===== config.mk =====
export PLATFORM = sky130hd
export DESIGN_NAME = backslash_escape_decoder_flat
export DESIGN_NICKNAME = d
export VERILOG_FILES = /design/src/sv/bed_pkg.sv /design/src/sv/bed_ifs.sv /design/src/sv/backslash_escape_decoder.sv /design/src/flat_wrapper.sv
export SDC_FILE = /design/constraint.sdc
export NUM_CORES = 1
export LEC_CHECK = 0
export ABC_AREA = 1
export BUFFER_PORTS_ARGS = -buffer_cell sky130_fd_sc_hd__buf_2
export CAP_MARGIN = 25
export CORE_MARGIN = 4
export CORE_UTILIZATION = 62
export CTS_CLUSTER_DIAMETER = 60
export CTS_CLUSTER_SIZE = 14
export DETAILED_ROUTE_END_ITERATION = 10
export GPL_TIMING_DRIVEN = 1
export PLACE_DENSITY = 0.81
export SETUP_SLACK_MARGIN = 0.2
export SLEW_MARGIN = 20
export SYNTH_ARGS = -nofsm -noshare
export SYNTH_HDL_FRONTEND = slang
export SYNTH_SLANG_ARGS = --single-unit

===== constraint.sdc =====
create_clock -name i_clk -period 4.01 [get_ports i_clk]
set_input_delay 1.203 -clock i_clk [delete_from_list [all_inputs] [get_ports i_clk]]
set_output_delay 1.203 -clock i_clk [all_outputs]
set_load 0.02 [all_outputs]

===== src/sv/bed_pkg.sv =====
// bed_pkg: shared types, mode codes, queue sizes, character constants and
// a hex digit helper for the backslash escape decoder. No dependencies.
`default_nettype none

package bed_pkg;

    // decoder modes
    typedef enum logic [2:0] {
        MODE_PLAIN   = 3'd0,
        MODE_ESC     = 3'd1,
        MODE_HEX1    = 3'd2,
        MODE_HEX2    = 3'd3,
        MODE_HEX2BAD = 3'd4,
        MODE_OCT     = 3'd5
    } t_mode;

    // one decoded result beat
    typedef struct packed {
        logic [7:0] byte_out;
        logic       digit_error;
        logic       run_last;
    } t_result;

    // result queue depth, pointer width and fill count width
    localparam int unsigned QUEUE_DEPTH = 4;
    localparam int unsigned PTR_W       = $clog2(QUEUE_DEPTH);
    localparam int unsigned CNT_W       = $clog2(QUEUE_DEPTH + 1);

    // input characters with a meaning of their own
    localparam logic [7:0] CH_BSLASH = 8'h5C;
    localparam logic [7:0] CH_NL     = 8'h0A;
    localparam logic [7:0] CH_RPAREN = 8'h29;
    localparam logic [7:0] CH_LC_B   = 8'h62;
    localparam logic [7:0] CH_LC_C   = 8'h63;
    localparam logic [7:0] CH_LC_E   = 8'h65;
    localparam logic [7:0] CH_LC_F   = 8'h66;
    localparam logic [7:0] CH_LC_G   = 8'h67;
    localparam logic [7:0] CH_LC_N   = 8'h6E;
    localparam logic [7:0] CH_LC_R   = 8'h72;
    localparam logic [7:0] CH_LC_T   = 8'h74;
    localparam logic [7:0] CH_LC_V   = 8'h76;
    localparam logic [7:0] CH_LC_X   = 8'h78;
    localparam logic [7:0] CH_UC_A   = 8'h41;
    localparam logic [7:0] CH_UC_Z   = 8'h5A;
    localparam logic [7:0] CH_DIG_0  = 8'h30;
    localparam logic [7:0] CH_DIG_7  = 8'h37;
    localparam logic [7:0] CH_DIG_9  = 8'h39;
    localparam logic [7:0] CH_LC_A   = 8'h61;
    localparam logic [7:0] CH_UC_F   = 8'h46;
    localparam logic [7:0] CASE_BIT  = 8'h20;

    // control codes produced by escapes
    localparam logic [7:0] CODE_BS   = 8'h08;
    localparam logic [7:0] CODE_CSI  = 8'h9B;
    localparam logic [7:0] CODE_ESC  = 8'h1B;
    localparam logic [7:0] CODE_FF   = 8'h0C;
    localparam logic [7:0] CODE_BEL  = 8'h07;
    localparam logic [7:0] CODE_LF   = 8'h0A;
    localparam logic [7:0] CODE_CR   = 8'h0D;
    localparam logic [7:0] CODE_TAB  = 8'h09;
    localparam logic [7:0] CODE_VT   = 8'h0B;

    // hex digit value: bit 4 is the valid flag, bits 3:0 the value
    function automatic logic [4:0] hex_digit(input logic [7:0] c);
        logic [4:0] r;
        r = 5'd0;
        if (c >= CH_DIG_0 && c <= CH_DIG_9) begin
            r = {1'b1, c[3:0]};
        end else if ((c >= CH_LC_A && c <= CH_LC_F)
                     || (c >= CH_UC_A && c <= CH_UC_F)) begin
            r = {1'b1, c[3:0] + 4'd9};
        end
        return r;
    endfunction

endpackage

`default_nettype wire


===== src/sv/bed_ifs.sv =====
// bed_ifs: valid/ready channel interfaces for the escape decoder input
// and result streams. Depends on nothing.
`default_nettype none

interface bed_in_if;
    logic       valid;
    logic       ready;
    logic [7:0] char_in;
    logic       flush;

    modport source (output valid, output char_in, output flush, input ready);
    modport sink   (input valid, input char_in, input flush, output ready);
endinterface

interface bed_out_if;
    logic       valid;
    logic       ready;
    logic [7:0] byte_out;
    logic       digit_error;
    logic       run_last;

    modport source (output valid, output byte_out, output digit_error,
                    output run_last, input ready);
    modport sink   (input valid, input byte_out, input digit_error,
                    input run_last, output ready);
endinterface

`default_nettype wire


===== src/sv/backslash_escape_decoder.sv =====
// backslash_escape_decoder: top level, decode logic and result queue.
// Depends on bed_pkg and the channel interfaces in bed_ifs.sv.
//
// Usage:
//   i_in carries one raw text byte per beat (char_in), or an end-of-text
//   marker (flush set, char_in ignored). o_out carries decoded bytes with
//   digit_error and run_last; run_last marks the final result of an input
//   beat. An input beat yields zero, one or two results.
//   Results are written into the result queue and shown on o_out from it.
//   Throughput: one input beat per cycle while the receiver keeps up and no
//   beat yields two results; the decode is one pass of logic from the mode
//   registers into a four-entry result queue, and the queue's single read
//   port delivers one result a cycle, so two results of a beat leave in turn.
//   i_in.ready is high while at least two queue entries are free, so input
//   keeps flowing while up to two finished results wait to be taken.
//   When the receiver stalls, results stay in the queue and input stops once
//   fewer than two entries are free; nothing is dropped.
//   Reset (i_rst_n low, synchronous): plain text mode, accumulator and digit
//   count cleared, queue emptied.
`default_nettype none

module backslash_escape_decoder (
    input  wire        i_clk,
    input  wire        i_rst_n,
    bed_in_if.sink     i_in,
    bed_out_if.source  o_out
);
    import bed_pkg::*;

    // decoder state
    t_mode      r_mode,  n_mode;
    logic [7:0] r_accum, n_accum;
    logic [1:0] r_oleft, n_oleft;

    // result queue
    t_result          r_mem [QUEUE_DEPTH];
    logic [PTR_W-1:0] r_wr_ptr;
    logic [PTR_W-1:0] r_rd_ptr;
    logic [CNT_W-1:0] r_count;

    // decode outputs
    logic [1:0] w_cnt;
    t_result    w_res0;
    t_result    w_res1;

    logic       w_in_acc;
    logic       w_out_acc;
    logic [7:0] w_low;
    logic [4:0] w_hex;
    logic       w_is_oct;
    logic [1:0] w_oleft_dec;

    // handshakes
    assign i_in.ready  = (r_count <= CNT_W'(QUEUE_DEPTH - 2));
    assign w_in_acc    = i_in.valid && i_in.ready;
    assign o_out.valid = (r_count != '0);
    assign w_out_acc   = o_out.valid && o_out.ready;

    // character classes
    assign w_low = (i_in.char_in >= CH_UC_A && i_in.char_in <= CH_UC_Z)
                   ? (i_in.char_in | CASE_BIT) : i_in.char_in;
    assign w_hex       = hex_digit(i_in.char_in);
    assign w_is_oct    = (i_in.char_in >= CH_DIG_0 && i_in.char_in <= CH_DIG_7);
    assign w_oleft_dec = r_oleft - 2'd1;

    // decode: next state and up to two results
    always_comb begin
        n_mode  = r_mode;
        n_accum = r_accum;
        n_oleft = r_oleft;
        w_cnt   = 2'd0;
        w_res0  = '0;
        w_res1  = '0;

        if (i_in.flush) begin
            n_mode  = MODE_PLAIN;
            n_accum = 8'd0;
            n_oleft = 2'd0;
            case (r_mode)
                MODE_ESC: begin
                    w_cnt = 2'd1;
                end
                MODE_HEX1: begin
                    w_cnt              = 2'd1;
                    w_res0.digit_error = 1'b1;
                end
                MODE_HEX2, MODE_OCT: begin
                    w_cnt           = 2'd1;
                    w_res0.byte_out = r_accum;
                end
                MODE_HEX2BAD: begin
                    w_cnt              = 2'd1;
                    w_res0.byte_out    = r_accum;
                    w_res0.digit_error = 1'b1;
                end
                default: begin
                    w_cnt = 2'd0;
                end
            endcase
        end else begin
            case (r_mode)
                MODE_ESC: begin
                    n_mode          = MODE_PLAIN;
                    w_cnt           = 2'd1;
                    w_res0.byte_out = w_low;
                    case (w_low)
                        CH_NL:   w_cnt = 2'd0;
                        CH_LC_B: w_res0.byte_out = CODE_BS;
                        CH_LC_C: w_res0.byte_out = CODE_CSI;
                        CH_LC_E: w_res0.byte_out = CODE_ESC;
                        CH_LC_F: w_res0.byte_out = CODE_FF;
                        CH_LC_G: w_res0.byte_out = CODE_BEL;
                        CH_LC_N: w_res0.byte_out = CODE_LF;
                        CH_LC_R: w_res0.byte_out = CODE_CR;
                        CH_LC_T: w_res0.byte_out = CODE_TAB;
                        CH_LC_V: w_res0.byte_out = CODE_VT;
                        CH_LC_X: begin
                            w_cnt  = 2'd0;
                            n_mode = MODE_HEX1;
                        end
                        CH_RPAREN, CH_BSLASH: begin
                            w_cnt           = 2'd2;
                            w_res0.byte_out = CH_BSLASH;
                            w_res1.byte_out = w_low;
                        end
                        default: begin
                            // octal run start
                            if (w_is_oct) begin
                                w_cnt   = 2'd0;
                                n_accum = {5'd0, w_low[2:0]};
                                n_oleft = 2'd2;
                                n_mode  = MODE_OCT;
                            end
                        end
                    endcase
                end
                MODE_HEX1: begin
                    if (w_hex[4]) begin
                        n_accum = {4'd0, w_hex[3:0]};
                        n_mode  = MODE_HEX2;
                    end else begin
                        n_accum = 8'd0;
                        n_mode  = MODE_HEX2BAD;
                    end
                end
                MODE_HEX2, MODE_HEX2BAD: begin
                    n_accum            = 8'd0;
                    w_cnt              = 2'd1;
                    w_res0.digit_error = (r_mode == MODE_HEX2BAD);
                    if (w_hex[4]) begin
                        w_res0.byte_out = {r_accum[3:0], w_hex[3:0]};
                        n_mode          = MODE_PLAIN;
                    end else begin
                        // emit the value, then treat the byte as plain text
                        w_res0.byte_out = r_accum;
                        if (i_in.char_in == CH_BSLASH) begin
                            n_mode = MODE_ESC;
                        end else begin
                            n_mode          = MODE_PLAIN;
                            w_cnt           = 2'd2;
                            w_res1.byte_out = i_in.char_in;
                        end
                    end
                end
                MODE_OCT: begin
                    if (w_is_oct) begin
                        n_accum = {r_accum[4:0], i_in.char_in[2:0]};
                        n_oleft = w_oleft_dec;
                        if (w_oleft_dec == 2'd0) begin
                            w_cnt           = 2'd1;
                            w_res0.byte_out = {r_accum[4:0], i_in.char_in[2:0]};
                            n_accum         = 8'd0;
                            n_mode          = MODE_PLAIN;
                        end
                    end else begin
                        w_cnt           = 2'd1;
                        w_res0.byte_out = r_accum;
                        n_accum         = 8'd0;
                        n_oleft         = 2'd0;
                        if (i_in.char_in == CH_BSLASH) begin
                            n_mode = MODE_ESC;
                        end else begin
                            n_mode          = MODE_PLAIN;
                            w_cnt           = 2'd2;
                            w_res1.byte_out = i_in.char_in;
                        end
                    end
                end
                default: begin
                    if (i_in.char_in == CH_BSLASH) begin
                        n_mode = MODE_ESC;
                    end else begin
                        n_mode          = MODE_PLAIN;
                        w_cnt           = 2'd1;
                        w_res0.byte_out = i_in.char_in;
                    end
                end
            endcase
        end

        // mark the last result of the beat
        w_res0.run_last = (w_cnt == 2'd1);
        w_res1.run_last = 1'b1;
    end

    // decoder state registers
    always_ff @(posedge i_clk) begin
        if (!i_rst_n) begin
            r_mode  <= MODE_PLAIN;
            r_accum <= 8'd0;
            r_oleft <= 2'd0;
        end else if (w_in_acc) begin
            r_mode  <= n_mode;
            r_accum <= n_accum;
            r_oleft <= n_oleft;
        end
    end

    // queue storage
    always_ff @(posedge i_clk) begin
        if (w_in_acc && w_cnt != 2'd0) begin
            r_mem[r_wr_ptr] <= w_res0;
        end
        if (w_in_acc && w_cnt == 2'd2) begin
            r_mem[r_wr_ptr + PTR_W'(1)] <= w_res1;
        end
    end

    // queue pointers and fill count
    always_ff @(posedge i_clk) begin
        if (!i_rst_n) begin
            r_wr_ptr <= '0;
            r_rd_ptr <= '0;
            r_count  <= '0;
        end else begin
            if (w_in_acc) begin
                r_wr_ptr <= r_wr_ptr + PTR_W'(w_cnt);
            end
            if (w_out_acc) begin
                r_rd_ptr <= r_rd_ptr + PTR_W'(1);
            end
            r_count <= r_count + (w_in_acc ? CNT_W'(w_cnt) : CNT_W'(0))
                       - (w_out_acc ? CNT_W'(1) : CNT_W'(0));
        end
    end

    // result beat
    assign o_out.byte_out    = r_mem[r_rd_ptr].byte_out;
    assign o_out.digit_error = r_mem[r_rd_ptr].digit_error;
    assign o_out.run_last    = r_mem[r_rd_ptr].run_last;

`ifndef SYNTH
    // queue never overfills
    a_count_max: assert property (@(posedge i_clk) disable iff (!i_rst_n)
        r_count <= CNT_W'(QUEUE_DEPTH))
        else $error("result queue overflow");

    // an octal run always has digits left
    a_oct_left: assert property (@(posedge i_clk) disable iff (!i_rst_n)
        r_mode == MODE_OCT |-> r_oleft != 2'd0)
        else $error("octal run with no digits left");

    // accumulator is clear outside digit runs
    a_accum_idle: assert property (@(posedge i_clk) disable iff (!i_rst_n)
        (r_mode == MODE_PLAIN || r_mode == MODE_ESC || r_mode == MODE_HEX1)
        |-> r_accum == 8'd0)
        else $error("stale accumulator outside digit run");

    // flush returns to plain text
    a_flush_plain: assert property (@(posedge i_clk) disable iff (!i_rst_n)
        (w_in_acc && i_in.flush) |=> (r_mode == MODE_PLAIN && r_oleft == 2'd0))
        else $error("flush did not return to plain mode");
`endif

endmodule

`default_nettype wire

===== src/flat_wrapper.sv =====
// flat-port wrapper written by rule: the top's interface ports become plain ports
module backslash_escape_decoder_flat import bed_pkg::*;
  (i_clk, i_rst_n, i_in_valid, i_in_char_in, i_in_flush, i_in_ready, o_out_valid, o_out_byte_out, o_out_digit_error, o_out_run_last, o_out_ready);
  bed_in_if i_in_i ();
  bed_out_if o_out_i ();
  input  wire i_clk;
  input  wire i_rst_n;
  input wire logic [$bits(i_in_i.valid)-1:0] i_in_valid;
  input wire logic [$bits(i_in_i.char_in)-1:0] i_in_char_in;
  input wire logic [$bits(i_in_i.flush)-1:0] i_in_flush;
  output wire logic [$bits(i_in_i.ready)-1:0] i_in_ready;
  output wire logic [$bits(o_out_i.valid)-1:0] o_out_valid;
  output wire logic [$bits(o_out_i.byte_out)-1:0] o_out_byte_out;
  output wire logic [$bits(o_out_i.digit_error)-1:0] o_out_digit_error;
  output wire logic [$bits(o_out_i.run_last)-1:0] o_out_run_last;
  input wire logic [$bits(o_out_i.ready)-1:0] o_out_ready;
  assign i_in_i.valid = i_in_valid;
  assign i_in_i.char_in = i_in_char_in;
  assign i_in_i.flush = i_in_flush;
  assign i_in_ready = i_in_i.ready;
  assign o_out_valid = o_out_i.valid;
  assign o_out_byte_out = o_out_i.byte_out;
  assign o_out_digit_error = o_out_i.digit_error;
  assign o_out_run_last = o_out_i.run_last;
  assign o_out_i.ready = o_out_ready;
  backslash_escape_decoder u_core (.i_clk(i_clk), .i_rst_n(i_rst_n), .i_in(i_in_i), .o_out(o_out_i));
endmodule

==> qor.txt <==
final max-slew violation count: 0
largest net degree at the start of global routing: 22
first-pass GRT wire length: 20,200 microns
simple-gate portion of the synthesized area: 37.7%
Final nets: 708
Die W: 94.3 microns
layout cell share with drive strength beyond 1: 17.4%
Mapped Area: 4620 sq um
adder-cell share of the synthesized area: 3.14%
Yosys top cell area share: 20.8%
final instance area: 5020 sq um
Die Span Y: 94.3 microns
GP Congestion: 0.976
count leader, synth: nand2_1
switching portion of total power: 39.6%
grt total ovfl: 0
Syn-to-layout area delta: 8.67%
Setup CP Type: input pin to register
Crit path arrival time: 3.71 ns
Antenna Cells: 0
crit path capture type: register
CP required: 4.25 ns
sw power: 0.855 mW
outcome: complete, no violations
relative slew slack: 50.9%
Root Buffer: clkbuf_8
reg-to-reg endpoint: u_core.r_count[2]$_SDFF_PN0_
Pleak: 2.31 nW
max incr delay on CP: 0.43 ns
worst hold stages: 2
Final setup viols: 0
Critical path buffers and inverters: 5
Post-DP HPWL: 9380 microns
Synth Area in Compound Gates: 15.8%
CP startpoint kind: input pin
CTS tree: yes
Worst Hold Slack: 0.468 ns
postcts setup bufs: 0
PostCTS Resize Cnt: 0
yosys warns: 0
worst reg2reg path depth: 15
CTS Buffer Depth: 2
Iter 0 DRT Violations: 341
Initial Util: 63.7%
vias post-DR: 4,488
ys flop type: edfxtp_1
total die area: 8890 sq um
IO Port Bufs: 24
DRC Markers: 0
delay-heaviest family, CP: adder cells
worst-margin pin slew: 0.728 ns
Post-synth top cells: nand2_1 (201), nor2_1 (65), inv_1 (58)
Final Cycle Share: 86.5%
r2r setup slk: 1.26 ns
hold wc startpoint: u_core.r_rd_ptr[1]$_SDFFE_PN0P_
mux share of post-synthesis cell area: 0%
largest area contributor in the netlist: edfxtp_1
DR vias/cell: 5.70
Hold Fails Final Rpt: 0
#FFs+latches synth: 62
cell count after synthesis: 658
Post-Syn Nets: 682
# rows: 31
Total GRT Usage: 29.1%
cell chain of the critical path: buf_2 > inv_1 > ha_1 > inv_1 > nor2_1 > nand3_2 > nand2_2 > nand2_2 > nand3_2 > nand2_4 > nor2_8 > inv_1 > ha_1 > inv_1 > fa_1 > o21ai_0 > a21oi_1
Layout Skew: 0.0114 ns
Fmax: 288 MHz
WL met3: 966 microns
highest routed layer: met4
CTS clk-pin slew, worst paths: 0.07 ns
Clock Latency Late Sink: 0.35 ns
CTS H-Tree Depth: 3
clock share of power: 26.5%
total I/O pin count: 25
Hold-fix buffers, CTS: 0
sequential share of power: 38.4%
min cycle time layout: 3.47 ns
largest family of logic cells by synthesized area: simple AND/OR/NAND/NOR gates
setup TNS: 0 ns
Post-Synth XOR/XNOR Area: 0.190%
critical path's slowest cell: fa_1
Worst Path Max Fanout: 9
wire per inst: 15.5 microns
Placed Area: 4810 sq um
antenna-violating nets left: 0
Worst Hold Class: register to register
CTS Buf Count: 9
register area share after synthesis: 33.8%
Area contributors post-synth: edfxtp_1 (21%), nand2_1 (16%), dfxtp_1 (13%)
initial antenna violation count: 0
Post-synth ARST share: 0%
Int Pwr: 1.30 mW
core box area: 7250 sq um
DR pass1 iterations: 5
Post-synth EDFFs: 32
M1 WL: 5070 microns
VDD IR max: 276 uV
unrepaired setup endpoints after global routing: no
clk sink count: 62
Gate power share: 35.1%
Pwr Density: 430 nW/um^2
worst reg2reg path startpoint: u_core.r_mode[1]$_SDFFE_PN0P_
Synth cell types: 46
vias in the first global route: 4,113
maxcap violations: 0
WL met2: 5860 microns
Post-Route WL: 12,200 microns
Crit path top cell by count: inv_1
Avg Inst Size Synth: 7.02 sq um
[worst min-delay path: cells and delay by family, from the launching register on]
family,cells,cell delay [ns]
flip-flops,1,0.30
AO/OA/AOI/OAI,1,0.07
buffers and inverters,1,0.06
[cell families after synthesis]
group,Yosys count
buffers and inverters,96
DFF,62
xor gates and xnor gates,1
AOI/OAI and AO/OA,123
adders and majority gates,11
and+or+nand+nor,365
[per-layer routing]
metal | vias to the layer above | GRT usage [%]
li1 | 2222 | -
met1 | 2031 | 38.4
met2 | 207 | 48.0
met3 | 28 | 5.05
met4 | 0 | 10.5
met5 | - | 0
[flip-flops by register name, indices dropped and copies added (netlist names), named ones only]
register         count
u_core.r_mem        40
u_core.r_accum       8
u_core.r_count       3
u_core.r_mode        3
u_core.r_oleft       2
u_core.r_rd_ptr      2
u_core.r_wr_ptr      2
[area by class of cell]
| type | instances | area (sq um) |
|---|---|---|
| sequential | 62 | 1560 |
| tap | 99 | 124 |
| multi-input combinational | 500 | 2630 |
| clock inverter | 4 | 25.0 |
| fill | 638 | 2230 |
| clock buffer | 12 | 181 |
| timing repair buffer | 30 | 165 |
| inverter | 81 | 335 |
[cells in the final DEF, fill, tap and decap left out, types with 5 or more instances in the layout]
cell / count
nand2_1: 201
nor2_1: 65
inv_1: 58
o21ai_0: 55
nand3_1: 39
edfxtp_1: 32
dfxtp_1: 30
a21oi_1: 26
buf_2: 24
nand2_2: 14
inv_4: 13
o22ai_1: 12
ha_1: 10
inv_2: 9
nand2_4: 9
a211oi_1: 9
clkbuf_8: 9
o211ai_1: 7
nor2_2: 6
buf_4: 6
nor3_1: 5
nand4_1: 5
o21ai_1: 5
[worst max path at each step]
stage	startpoint	to	slack, ns	cells after the start
2_1_floorplan	i_in_char_in[1]	u_core.r_count[2]$_SDFF_PN0_	0.53	18
3_3_place_gp	i_in_char_in[1]	u_core.r_count[2]$_SDFF_PN0_	0.34	17
3_5_place_dp	i_in_char_in[1]	u_core.r_count[2]$_SDFF_PN0_	0.22	17
4_1_cts	i_in_char_in[1]	u_core.r_count[2]$_SDFF_PN0_	0.58	17
5_1_grt	i_in_char_in[1]	u_core.r_count[2]$_SDFF_PN0_	0.33	17
6_report	i_in_char_in[1]	u_core.r_count[2]$_SDFF_PN0_	0.54	17
[power by group through the flow]
stage          clock network (mW)  registers [mW]  logic (mW)
2_1_floorplan                   0           0.815       0.577
3_3_place_gp                    0           0.837       0.729
3_5_place_dp                    0           0.839       0.750
4_1_cts                     0.572           0.827       0.754
5_1_grt                     0.611           0.839       0.845
6_report                    0.572           0.829       0.758
[through the flow]
| stage | cells | setup WS, ns | utilization (%) | power, mW |
|---|---|---|---|---|
| after floorplan | 658 | 0.527 | - | 1.39 |
| after global placement | 772 | 0.343 | 66.3 | 1.57 |
| after detailed placement | 772 | 0.221 | 66.3 | 1.59 |
| after CTS | 788 | 0.584 | 69.2 | 2.15 |
| after global routing | 788 | 0.334 | 69.2 | 2.30 |
| final | 788 | 0.542 | 69.2 | 2.16 |
Power figures use the tool's default switching activity.
